==> src/design/sss_pkg.sv <==
// shared types, codes and constants for the sparse set block
package sss_pkg;

  localparam int DEF_MAX_IDS  = 1024;
  localparam int DEF_TAG_BITS = 16;

  localparam int ACT_W      = 2;
  localparam int IDX_W      = 10;
  localparam int TAG_IN_W   = 16;
  localparam int STATUS_W   = 3;
  localparam int SLOT_OUT_W = 10;
  localparam int CNT_OUT_W  = 11;

  typedef enum logic [ACT_W-1:0] {
    ACT_ADD    = 2'd0,
    ACT_REMOVE = 2'd1,
    ACT_CLEAR  = 2'd2,
    ACT_NONE   = 2'd3
  } action_t;

  typedef enum logic [STATUS_W-1:0] {
    ST_ADDED   = 3'd0,
    ST_UPDATED = 3'd1,
    ST_REMOVED = 3'd2,
    ST_IGNORED = 3'd3,
    ST_CLEARED = 3'd4,
    ST_RANGE   = 3'd5
  } status_t;

  typedef enum logic [3:0] {
    S_INIT,
    S_IDLE,
    S_EXEC,
    S_CHK,
    S_MOVE,
    S_UNMAP,
    S_CLR_RD,
    S_CLR_WR,
    S_FIN
  } state_t;

  // map write sources
  typedef enum logic [2:0] {
    MAPW_APPEND,
    MAPW_MOVE,
    MAPW_UNMAP,
    MAPW_INIT,
    MAPW_CLEAR
  } map_wsel_t;

  // member array write sources
  typedef enum logic [1:0] {
    MEMW_UPDATE,
    MEMW_APPEND,
    MEMW_MOVE
  } mem_wsel_t;

  // member array read address sources
  typedef enum logic [1:0] {
    MEMR_SLOT,
    MEMR_LAST,
    MEMR_WALK
  } mem_rsel_t;

  // result slot sources
  typedef enum logic [1:0] {
    RS_ZERO,
    RS_MAP,
    RS_COUNT
  } res_sel_t;

  typedef struct packed {
    logic      capture;
    logic      map_wr;
    map_wsel_t map_wsel;
    logic      mem_wr;
    mem_wsel_t mem_wsel;
    logic      mem_rd;
    mem_rsel_t mem_rsel;
    logic      count_inc;
    logic      count_dec;
    logic      count_clr;
    logic      walk_clr;
    logic      walk_inc;
    logic      res_load;
    status_t   res_status;
    res_sel_t  res_sel;
    logic      out_load;
  } sss_cmd_t;

  typedef struct packed {
    action_t act;
    logic    in_range;
    logic    map_hit;
    logic    full;
    logic    rm_ok;
    logic    rm_match;
    logic    count_zero;
    logic    walk_last_init;
    logic    walk_last_clr;
    logic    out_busy;
  } sss_stat_t;

endpackage

==> src/design/sss_ctrl.sv <==
// controller state machine for the sparse set block
module sss_ctrl
  import sss_pkg::*;
(
  input  logic      clk,
  input  logic      rst_n,
  input  logic      in_valid,
  output logic      in_ready,
  input  sss_stat_t stat,
  output sss_cmd_t  cmd
);

  state_t state_r, state_nxt;

  always_ff @(posedge clk) begin
    if (!rst_n) begin
      state_r <= S_INIT;
    end else begin
      state_r <= state_nxt;
    end
  end

  always_comb begin
    state_nxt      = state_r;
    in_ready       = 1'b0;
    cmd            = '0;
    cmd.map_wsel   = MAPW_INIT;
    cmd.mem_wsel   = MEMW_UPDATE;
    cmd.mem_rsel   = MEMR_SLOT;
    cmd.res_status = ST_IGNORED;
    cmd.res_sel    = RS_ZERO;
    case (state_r)
      S_INIT: begin
        // map sweep after reset
        cmd.map_wr   = 1'b1;
        cmd.map_wsel = MAPW_INIT;
        cmd.walk_inc = 1'b1;
        if (stat.walk_last_init) begin
          state_nxt = S_IDLE;
        end
      end
      S_IDLE: begin
        in_ready = 1'b1;
        if (in_valid) begin
          cmd.capture  = 1'b1;
          cmd.walk_clr = 1'b1;
          state_nxt    = S_EXEC;
        end
      end
      S_EXEC: begin
        cmd.res_load = 1'b1;
        state_nxt    = S_FIN;
        case (stat.act)
          ACT_CLEAR: begin
            cmd.res_status = ST_CLEARED;
            if (!stat.count_zero) begin
              state_nxt = S_CLR_RD;
            end
          end
          ACT_ADD: begin
            if (!stat.in_range) begin
              cmd.res_status = ST_RANGE;
            end else if (stat.map_hit) begin
              cmd.mem_wr     = 1'b1;
              cmd.mem_wsel   = MEMW_UPDATE;
              cmd.res_status = ST_UPDATED;
              cmd.res_sel    = RS_MAP;
            end else if (!stat.full) begin
              cmd.map_wr     = 1'b1;
              cmd.map_wsel   = MAPW_APPEND;
              cmd.mem_wr     = 1'b1;
              cmd.mem_wsel   = MEMW_APPEND;
              cmd.count_inc  = 1'b1;
              cmd.res_status = ST_ADDED;
              cmd.res_sel    = RS_COUNT;
            end
          end
          ACT_REMOVE: begin
            if (!stat.in_range) begin
              cmd.res_status = ST_RANGE;
            end else if (stat.rm_ok) begin
              cmd.mem_rd   = 1'b1;
              cmd.mem_rsel = MEMR_SLOT;
              state_nxt    = S_CHK;
            end
          end
          default: begin
            cmd.res_status = ST_IGNORED;
          end
        endcase
      end
      S_CHK: begin
        if (stat.rm_match) begin
          cmd.mem_rd   = 1'b1;
          cmd.mem_rsel = MEMR_LAST;
          state_nxt    = S_MOVE;
        end else begin
          cmd.res_load = 1'b1;
          state_nxt    = S_FIN;
        end
      end
      S_MOVE: begin
        // last member into the freed slot
        cmd.mem_wr    = 1'b1;
        cmd.mem_wsel  = MEMW_MOVE;
        cmd.map_wr    = 1'b1;
        cmd.map_wsel  = MAPW_MOVE;
        cmd.count_dec = 1'b1;
        state_nxt     = S_UNMAP;
      end
      S_UNMAP: begin
        cmd.map_wr     = 1'b1;
        cmd.map_wsel   = MAPW_UNMAP;
        cmd.res_load   = 1'b1;
        cmd.res_status = ST_REMOVED;
        cmd.res_sel    = RS_MAP;
        state_nxt      = S_FIN;
      end
      S_CLR_RD: begin
        cmd.mem_rd   = 1'b1;
        cmd.mem_rsel = MEMR_WALK;
        state_nxt    = S_CLR_WR;
      end
      S_CLR_WR: begin
        cmd.map_wr   = 1'b1;
        cmd.map_wsel = MAPW_CLEAR;
        if (stat.walk_last_clr) begin
          cmd.count_clr = 1'b1;
          state_nxt     = S_FIN;
        end else begin
          cmd.walk_inc = 1'b1;
          state_nxt    = S_CLR_RD;
        end
      end
      S_FIN: begin
        if (!stat.out_busy) begin
          cmd.out_load = 1'b1;
          state_nxt    = S_IDLE;
        end
      end
      default: begin
        state_nxt = S_IDLE;
      end
    endcase
  end

endmodule

==> config.mk <==
export PLATFORM = sky130hd
export DESIGN_NAME = sss_ctrl
export DESIGN_NICKNAME = d
export VERILOG_FILES = /design/src/design/sss_pkg.sv /design/src/design/sss_ctrl.sv
export SDC_FILE = /design/constraint.sdc
export NUM_CORES = 1
export LEC_CHECK = 0
export BUFFER_PORTS_ARGS = -buffer_cell sky130_fd_sc_hd__buf_2
export CAP_MARGIN = 40
export CELL_PAD_IN_SITES_DETAIL_PLACEMENT = 0
export CELL_PAD_IN_SITES_GLOBAL_PLACEMENT = 1
export CORE_MARGIN = 3
export CORE_UTILIZATION = 30
export CTS_CLUSTER_SIZE = 25
export DETAILED_ROUTE_END_ITERATION = 10
export PLACE_DENSITY = 0.87
export SETUP_SLACK_MARGIN = 0.15
export SKIP_CTS_REPAIR_TIMING = 1
export SLEW_MARGIN = 20
export SYNTH_ARGS = -nofsm -noshare
export SYNTH_HDL_FRONTEND = slang
export SYNTH_SLANG_ARGS = --single-unit
==> constraint.sdc <==
create_clock -name clk -period 1.5 [get_ports clk]
set_input_delay 0.075 -clock clk [delete_from_list [all_inputs] [get_ports clk]]
set_output_delay 0.075 -clock clk [all_outputs]
set_load 0.02 [all_outputs]
==> flow_summary_export.csv, run 1 <==
group,metric,value,unit
die,chipWidth,56.0,microns
drt,drc,0,
place,place_congestion,0.797,
place,io_buffer_count,37,
synthesis,synth-edff-count,0,
critical_path,reg2reg_from,"state_r[3]",
synthesis,syn_area_per_cell,7.15,sq um
synthesis,syn_inst,105,
grt,grtUsageMet3,3.94,%
grt,grt_max_degree,21,
sta,fmax,627,MHz
run,max_cap_viol_count,0,
critical_path,required,1.42,ns
worst_hold_path,hp-start,"rst_n",
sta,post-route-min-period,1.60,ns
critical_path,crit_start,"state_r[2]",
critical_path,r2r_cells,5,
synthesis,synth_area,751,sq um
drt,antenna_left,0,
finish,nets,179,
synthesis,synth-xor-area-share,0,%
worst_hold_path,hold-path-cell-count,2,
sta,max_slew_margin,78.0,%
power_and_ir_drop,power_density,360,mW/mm^2
synthesis,synth_compound_area_share,24.7,%
die,dieHeight,56.0,microns
clocking,htreeDepth,1,
place,place_ws,-0.00219,ns
critical_path,endpoint_kind,"output port",
sta,rsz0062_at_grt,"yes",
drt,vias_per_cell,5.30,
power_and_ir_drop,vdd_ir_drop_max,0.209,mV
synthesis,yosys.area.top_type,"dfxtp_1",
finish,top_regs,"state_r: 4 flops",
synthesis,synth.net_count,125,
place,place_area,0.00104,sq mm
die,io_pins,38,
sta,fin_crit_sh,106,%
finish,antennaDiodeCount,0,
drt,routed_wl,2.70,mm
grt,grt_pass1_vias,847,
sta,fin_setup_tns,-0.390,ns
synthesis,yosys_warnings,0,
run_status,status,"finished with violations",
grt,grtUsageTotal,14.2,%
die,initial_core_util,32.7,%
synthesis,synth_seq_area_share,10.7,%
sta,setup_viol,6,
synthesis,synthMuxAreaShare,0,%
clocking,cts_root_buffer,"clkbuf_4",
clocking,clkTransAtPathRegs,0.04,ns
critical_path,critPathKind,"register to output port",
critical_path,crit_fanout,7,
drt,vias,980,
clocking,clk-insertion-delay-late,0.24,ns
sta,fin_skew,0.00173,ns
finish,syn2layout_area_growth,82.5,%
synthesis,ys.flop_type,"dfxtp_1",
sta,report.final.hold_viol_count,0,
grt,antenna_found_initial,0,
drt,drtPass1Iterations,4,
clocking,clkSinkCount,4,
sta,hold_ws,0.102,ns
synthesis,async_reset_ff_share,0,%
critical_path,worstPathArrival,1.52,ns
power_and_ir_drop,p_leak,0.643,nW
drt,wl_per_cell,14.6,microns
finish,final_layout_size_suffix_gt1_share,61.8,%
synthesis,ys_seq_elements,4,
clocking,tritoncts,"built",
place,place_hpwl,1.85,mm
die,coreArea,0.00230,sq mm
run_status,violations,"negative setup slack",
power_and_ir_drop,p_total,493,uW
grt,grtUsageMet1,17.0,%
critical_path,critPathLaunchType,"register",
finish,design_area,0.00137,sq mm
clocking,cts_buffers,3,
worst_hold_path,min_path_type,"primary input to register",
synthesis,synth_adder_area_share,10.0,%
synthesis,synth_area_leaders,"dfxtp_1 (11%), ha_1 (10%), nand2b_1 (5.8%)",
synthesis,synth_top_family_by_area,"simple AND/OR/NAND/NOR gates",
finish,largest_reg_flops,4,
grt,busiest_layer,"met2",
grt,grt_pass1_wl,3.63,mm
drt,drt_iter0_markers,22,
die,die-area,0.00314,sq mm
clocking,cts_buffer_depth,2,
synthesis,synth.distinct_cells,36,
grt,grt.met2_usage,24.2,%
die,rows,17,
synthesis,synthSimpleGateAreaFrac,46.0,%
sta,fin_ws,-0.0955,ns
finish,top_register,"state_r",
synthesis,synth.top_cell.area_share,10.7,%
sta,tightestPinTransition,0.330,ns
grt,grt-ovfl-total,0,
sta,drv_slew,0,
final cells by class:
| cell class | count | area (sq um) |
|---|---|---|
| fill | 216 | 927 |
| timing repair buffer | 58 | 457 |
| tap | 28 | 35.0 |
| clock buffer | 3 | 22.5 |
| multi-input combinational | 88 | 748 |
| sequential | 4 | 92.6 |
| inverter | 4 | 15.0 |
cells in the mapped netlist, types with 2 or more instances:
cell type,instances
nand2b_1,7
inv_1,4
o21ai_0,5
nor2_1,7
nand2_1,8
and3b_1,3
dfxtp_1,4
nand3_1,3
and3_1,2
clkbuf_1,3
a41o_1,2
nand4_1,2
a211oi_1,2
ha_1,6
or3b_2,2
nor3b_1,2
a21oi_1,7
and2_1,4
nor3_1,5
buf_2,4
a31oi_1,4
nor2b_1,5
metrics by stage:
step | cells | util, %
global route | 185 | 59.6
CTS | 174 | 46.4
floorplan | 105 | -
global placement | 171 | 45.4
detailed placement | 171 | 45.4
finish | 185 | 59.6
cells in the final DEF, fill, tap and decap left out, types with 2 or more instances in the layout:
cell type	count
nor3_2	2
a41o_1	2
nand3_1	2
o21ai_0	4
buf_2	24
nor4b_4	2
a31oi_1	4
and2_4	4
nand2_1	7
buf_6	15
a21oi_1	4
ha_1	5
inv_1	2
nor2_1	5
a21oi_2	3
nand4_1	2
inv_2	2
nand2b_1	6
nor3_1	2
and3_1	2
buf_4	17
and3b_1	3
dfxtp_4	3
nor2b_1	5
clkbuf_4	3
worst max-delay path: stages, from the launching register on:
cell and delay [ns]:
dfxtp_4 0.36, or4b_4 0.59, nor2_4 0.12, a21oi_1 0.06, buf_2 0.16
path summary, 6_finish.rpt:
kind	slack [ns]	to
worst max register to register	0.10	state_r[1]
worst min-delay path	0.10	state_r[3]
worst max-delay path	-0.1	cmd[3]
worst min register to register	0.68	state_r[1]
cell families (layout without fill, tap and decap cells):
group | after synthesis | count (layout)
fa+ha+maj | 6 | 6
buf+inv | 13 | 65
flops | 4 | 4
simple gates | 56 | 56
compound gates | 26 | 26
metal layers:
layer,share of wire [%],routed length [microns]
met3,4.3,116
met5,0,0
met1,45,1220
met4,0.30,8
met2,50,1360
power by group:
group	internal [mW]	switching (mW)	total (mW)
combinational	0.116	0.126	0.242
sequential	0.108	0.00882	0.117
clock	0.0896	0.0451	0.135
total	0.313	0.180	0.493
No activity file was read; power rests on OpenSTA's default activity.
==> run 2, diff against run 1 <==
--- a/config.mk
+++ b/config.mk
@@ -7,16 +7,15 @@
 export LEC_CHECK = 0
 export BUFFER_PORTS_ARGS = -buffer_cell sky130_fd_sc_hd__buf_2
 export CAP_MARGIN = 40
-export CELL_PAD_IN_SITES_DETAIL_PLACEMENT = 0
-export CELL_PAD_IN_SITES_GLOBAL_PLACEMENT = 1
 export CORE_MARGIN = 3
-export CORE_UTILIZATION = 30
+export CORE_UTILIZATION = 42
 export CTS_CLUSTER_SIZE = 25
 export DETAILED_ROUTE_END_ITERATION = 10
-export PLACE_DENSITY = 0.87
+export PLACE_DENSITY = 0.84
 export SETUP_SLACK_MARGIN = 0.15
 export SKIP_CTS_REPAIR_TIMING = 1
 export SLEW_MARGIN = 20
 export SYNTH_ARGS = -nofsm -noshare
 export SYNTH_HDL_FRONTEND = slang
 export SYNTH_SLANG_ARGS = --single-unit
+export TNS_END_PERCENT = 1
==> run 2 against run 1 <==
The run still ends with negative setup slack left. Utilization rose by 15 points. Via count fell by 3.1%. Final area fell by 13%. Register-to-register slack barely moved. Critical path depth did not move. Worst setup slack improved by 0.0059 ns. Die area fell by 26%. Combinational power fell by 12%. Sequential power barely moved. First-iteration DRC count did not move. Wire length fell by 14%. Critical path type unchanged.
==> flow_summary_export.csv, run 2 (same netlist as run 1, synthesis figures left out) <==
group,metric,value,unit
die,coreArea,0.00159,sq mm
clocking,cts_buffer_depth,2,
drt,wl_per_cell,13.4,microns
place,place_congestion,0.818,
sta,fin_ws,-0.0896,ns
die,dieHeight,48.3,microns
sta,tightestPinTransition,0.303,ns
run_status,violations,"negative setup slack",
finish,final_layout_size_suffix_gt1_share,54.1,%
finish,final_cell_mix,"buf_4 (24), buf_2 (21), nand2_1 (8)",
finish,nets,170,
clocking,cts_root_buffer,"clkbuf_4",
drt,vias_per_cell,5.52,
clocking,tritoncts,"built",
finish,layout_commonest_cell,"buf_4",
grt,grt_pass1_wl,3.46,mm
die,chipWidth,48.3,microns
power_and_ir_drop,internal_power,299,uW
place,place_hpwl,1.71,mm
finish,antennaDiodeCount,0,
power_and_ir_drop,pwr-share-clk,30.7,%
power_and_ir_drop,netSwitchingPower,176,uW
drt,drc,0,
sta,max_slew_margin,79.6,%
die,io_pins,38,
die,die-area,0.00233,sq mm
drt,routed_wl,2.31,mm
die,rows,14,
sta,post-route-min-period,1.59,ns
clocking,htreeDepth,1,
power_and_ir_drop,vdd_ir_drop_max,0.506,mV
clocking,clk-insertion-delay-late,0.25,ns
critical_path,crit_fanout,8,
finish,design_area,0.00119,sq mm
finish,top_regs,"state_r: 4 flops",
sta,setup_viol,10,
finish,syn2layout_area_growth,58.5,%
place,io_buffer_count,37,
finish,largest_reg_flops,4,
die,initial_core_util,47.1,%
critical_path,endpoint_kind,"output port",
sta,drv_slew,0,
sta,fin_skew,0.0140,ns
finish,multi_input_area,696,sq um
power_and_ir_drop,power_density,400,mW/mm^2
drt,drtPass1Iterations,4,
clocking,cts_buffers,3,
power_and_ir_drop,p_leak,0.556,nW
critical_path,required,1.42,ns
finish,regArea,87.6,sq um
grt,grtUsageTotal,20.2,%
run_status,status,"finished with violations",
grt,grt_max_degree,17,
grt,grt_pass1_vias,820,
worst_hold_path,min_path_type,"primary input to register",
drt,drt_iter0_markers,22,
place,place_area,0.00105,sq mm
critical_path,critPathLaunchType,"register",
run,max_cap_viol_count,0,
grt,antenna_found_initial,0,
finish,top_register,"state_r",
sta,fmax,629,MHz
power_and_ir_drop,seq_power_share,24.5,%
clocking,clkTransAtPathRegs,0.03,ns
sta,rsz0062_at_grt,"yes",
clocking,clkSinkCount,4,
power_and_ir_drop,sw_frac_of_total,37.1,%
finish,n_fill_cell,116,
finish,utilization,74.6,%
grt,grt-ovfl-total,0,
critical_path,critPathKind,"register to output port",
sta,report.final.hold_viol_count,0,
drt,vias,950,
sta,fin_crit_sh,106,%
critical_path,worstPathArrival,1.51,ns
power_and_ir_drop,combPwrFrac,44.8,%
drt,antenna_left,0,
==> run 2: cell types whose count changed in the layout (fill, tap and decap cells not counted), sizes merged <==
cell    before  now
buf         57   49
clkbuf       4    3
==> run 2: per-layer routing <==
layer / global-route usage (%) / vias up / wire length [microns]
li1: - / 467 / -
met1: 25.0 / 449 / 979
met2: 35.9 / 30 / 1170
met3: 4.80 / 4 / 133
met4: 2.69 / 0 / 25
met5: 0 / - / 0
==> run 2: cell type report <==
class	count	area share (%)
Multi-Input combinational cell	88	58.5
Clock buffer	3	1.89
Inverter	4	1.26
Tap cell	24	2.52
Sequential cell	4	7.36
Timing Repair Buffer	49	28.5
==> run 2: per-stage QoR <==
stage	cells	setup TNS [ns]	hold WS (ns)	power, mW	setup WS (ns)
floorplan	105	0	0.209	0.230	0.0224
global placement	169	0	0.310	0.296	0.0930
detailed placement	169	0	0.346	0.301	0.0533
CTS	172	-1.77	0.101	0.448	-0.200
global route	172	-1.33	0.0986	0.505	-0.148
finish	172	-0.548	0.0938	0.476	-0.0896
==> run 2: worst paths after layout <==
kind | from | end | slack [ns] | depth (start not counted)
hold reg to reg | state_r[3] | state_r[1] | 0.65 | 2
hold / removal | rst_n | state_r[3] | 0.09 | 2
setup reg to reg | state_r[2] | state_r[1] | 0.09 | 5
setup / recovery | state_r[2] | cmd[3] | -0.09 | 4
==> run 2: critical path: stages, from the launching register on <==
cell and delay [ns]:
dfxtp_4 0.36, or4b_4 0.58, nor2_4 0.11, a21oi_1 0.07
buf_2 0.16
==> run 2: power by group through the flow <==
stage / Sequential (mW) / Clock, mW / Combinational (mW)
3_3_place_gp: 0.118 / 0 / 0.177
6_report: 0.117 / 0.146 / 0.213
5_1_grt: 0.118 / 0.156 / 0.231
3_5_place_dp: 0.119 / 0 / 0.181
2_1_floorplan: 0.116 / 0 / 0.114
4_1_cts: 0.117 / 0.148 / 0.182
==> run 3, diff against run 2 <==
--- a/config.mk
+++ b/config.mk
@@ -5,7 +5,7 @@
 export SDC_FILE = /design/constraint.sdc
 export NUM_CORES = 1
 export LEC_CHECK = 0
-export BUFFER_PORTS_ARGS = -buffer_cell sky130_fd_sc_hd__buf_2
+export BUFFER_PORTS_ARGS = -buffer_cell sky130_fd_sc_hd__clkbuf_2
 export CAP_MARGIN = 40
 export CORE_MARGIN = 3
 export CORE_UTILIZATION = 42
==> run 3 against run 2 <==
Utilization up 3.9 points. Register-to-register slack got worse by 0.12 ns. Fmax fell by 0.79%. Count of clock-buffer cells in the layout stayed put. Clock power down 12%. Non-clock buffer count is 4 higher. Critical path depth unchanged. The run still ends with negative setup slack left. Highest routed layer unchanged. Die area did not move. Largest cell class unchanged. Worst hold slack worse by 0.0027 ns. Final area rose by 5.3%.
==> flow_summary_export.csv, run 3 (same netlist as run 1, synthesis figures left out) <==
group,metric,value,unit
run_status,status,"finished with violations",
run_status,violations,"negative setup slack",
clocking,cts_root_buffer,"clkbuf_4",
finish,final_layout_size_suffix_gt1_share,55.3,%
sta,fmax,624,MHz
drt,routed_wl,2.92,mm
critical_path,critPathLaunchType,"register",
die,rows,14,
critical_path,worstPathArrival,1.53,ns
clocking,clkTransAtPathRegs,0.04,ns
drt,drt_iter0_markers,26,
power_and_ir_drop,p_leak,0.587,nW
critical_path,critPathKind,"register to output port",
critical_path,endpoint_kind,"output port",
critical_path,required,1.42,ns
die,coreArea,0.00159,sq mm
finish,antennaDiodeCount,0,
critical_path,reg2reg_from,"state_r[0]",
critical_path,crit_chain,"or4b_4, nor2_4, a21oi_1, clkbuf_2",
sta,fin_crit_sh,107,%
worst_hold_path,hold-path-cell-count,2,
die,io_pins,38,
critical_path,reg2reg_to,"state_r[1]",
worst_hold_path,min_path_type,"primary input to register",
finish,syn2layout_area_growth,66.8,%
drt,wl_per_cell,16.6,microns
clocking,tritoncts,"built",
clocking,cts_buffers,3,
critical_path,r2r_cells,5,
grt,grtUsageTotal,19.9,%
clocking,cts_buffer_depth,2,
sta,fin_ws,-0.102,ns
run,max_cap_viol_count,0,
grt,grt-ovfl-total,0,
critical_path,slowest_stage,"or4b_4",
place,place_congestion,0.902,
die,initial_core_util,47.1,%
place,io_buffer_count,37,
clocking,clk-insertion-delay-late,0.23,ns
worst_hold_path,hp-start,"rst_n",
critical_path,critPathMaxStageDelay,0.59,ns
power_and_ir_drop,power_density,387,mW/mm^2
finish,largest_reg_flops,4,
critical_path,crit_fanout,6,
grt,grt_pass1_wl,3.31,mm
drt,vias,1002,
clocking,htreeDepth,1,
sta,report.final.hold_viol_count,0,
sta,setup_viol,14,
finish,layout_commonest_cell,"buf_4",
power_and_ir_drop,p_total,485,uW
drt,drc,0,
grt,grt_pass1_vias,759,
place,place_ws,0.0308,ns
sta,drv_slew,0,
sta,rsz0062_at_grt,"yes",
power_and_ir_drop,vdd_ir_drop_max,0.466,mV
die,dieHeight,48.3,microns
drt,drtPass1Iterations,5,
finish,final_cell_mix,"buf_4 (22), clkbuf_2 (20), nand2_1 (7), nand2b_1 (7)",
finish,nets,174,
finish,top_regs,"state_r: 4 flops",
sta,post-route-min-period,1.60,ns
worst_hold_path,hold_end,"state_r[3]",
drt,antenna_left,0,
grt,antenna_found_initial,0,
die,chipWidth,48.3,microns
grt,grt_max_degree,21,
sta,fin_skew,0.00175,ns
finish,top_register,"state_r",
die,die-area,0.00233,sq mm
drt,vias_per_cell,5.69,
place,place_hpwl,1.74,mm
finish,n_fill_cell,109,
sta,tightestPinTransition,0.421,ns
clocking,clkSinkCount,4,
finish,multi_input_area,702,sq um
critical_path,r2r_slack,-0.03,ns
sta,max_slew_margin,71.8,%
finish,regArea,90.1,sq um
==> run 3: changes by cell type in the layout (fill, tap and decap cells not counted), moves of 2 or more <==
| cell | previous run | this run |
|---|---|---|
| buf_4 | 24 | 22 |
| buf_2 | 21 | 3 |
| buf_6 | 3 | 6 |
| clkbuf_2 | 0 | 20 |
| nor2_1 | 4 | 6 |
==> run 3: per-layer routing <==
| layer | GRT usage, % | share of wire (%) | vias to the layer above | routed length [microns] |
|---|---|---|---|---|
| met5 | 0 | 0 | - | 0 |
| met4 | 9.68 | 3.0 | 0 | 89 |
| met3 | 2.58 | 7.2 | 10 | 210 |
| met2 | 32.0 | 52 | 61 | 1530 |
| met1 | 25.9 | 38 | 454 | 1100 |
| li1 | - | - | 477 | - |
==> run 3: through the flow <==
| stage | instance area (sq um) | hold WS [ns] | std cells | util, % | setup TNS (ns) |
|---|---|---|---|---|---|
| 2_1_floorplan | 779 | 0.209 | 105 | - | 0 |
| 3_3_place_gp | 1030 | 0.309 | 167 | 64.8 | 0 |
| 3_5_place_dp | 1030 | 0.332 | 167 | 64.8 | 0 |
| 4_1_cts | 1050 | 0.0855 | 170 | 66.2 | -1.43 |
| 5_1_grt | 1250 | 0.100 | 176 | 78.6 | -2.29 |
| 6_report | 1250 | 0.0911 | 176 | 78.6 | -0.744 |
==> run 3: report_power, final <==
group          internal [mW]  switching [mW]  total, mW
registers              0.110         0.00678      0.116
clock network         0.0892          0.0389      0.128
logic                  0.113           0.128      0.240
==> run 3: layout make-up <==
cell class              instances  share of cell area, %
multi-input cells              88                   56.0
repair buffers                 53                   31.4
flip-flops and latches          4                   7.19
well taps                      24                   2.40
clock buffers                   3                   1.80
inverters                       4                   1.20
==> run 3: critical path, delay by kind of cell (launching register included) <==
kind | cells | cell delay, ns
AO/OA/AOI/OAI | 1 | 0.07
buffers and inverters | 1 | 0.17
flip-flops | 1 | 0.35
AND/OR/NAND/NOR | 2 | 0.71
==> run 3: worst max path at each step <==
| stage | start | end | slack [ns] | cells past startpoint |
|---|---|---|---|---|
| finish | state_r[3] | cmd[3] | -0.10 | 4 |
| global placement | state_r[2] | cmd[5] | 0.06 | 3 |
| detailed placement | state_r[2] | cmd[5] | 0.03 | 3 |
| floorplan | state_r[0] | state_r[3] | 0.02 | 4 |
| CTS | state_r[2] | cmd[5] | -0.22 | 3 |
| global route | state_r[0] | cmd[19] | -0.19 | 6 |
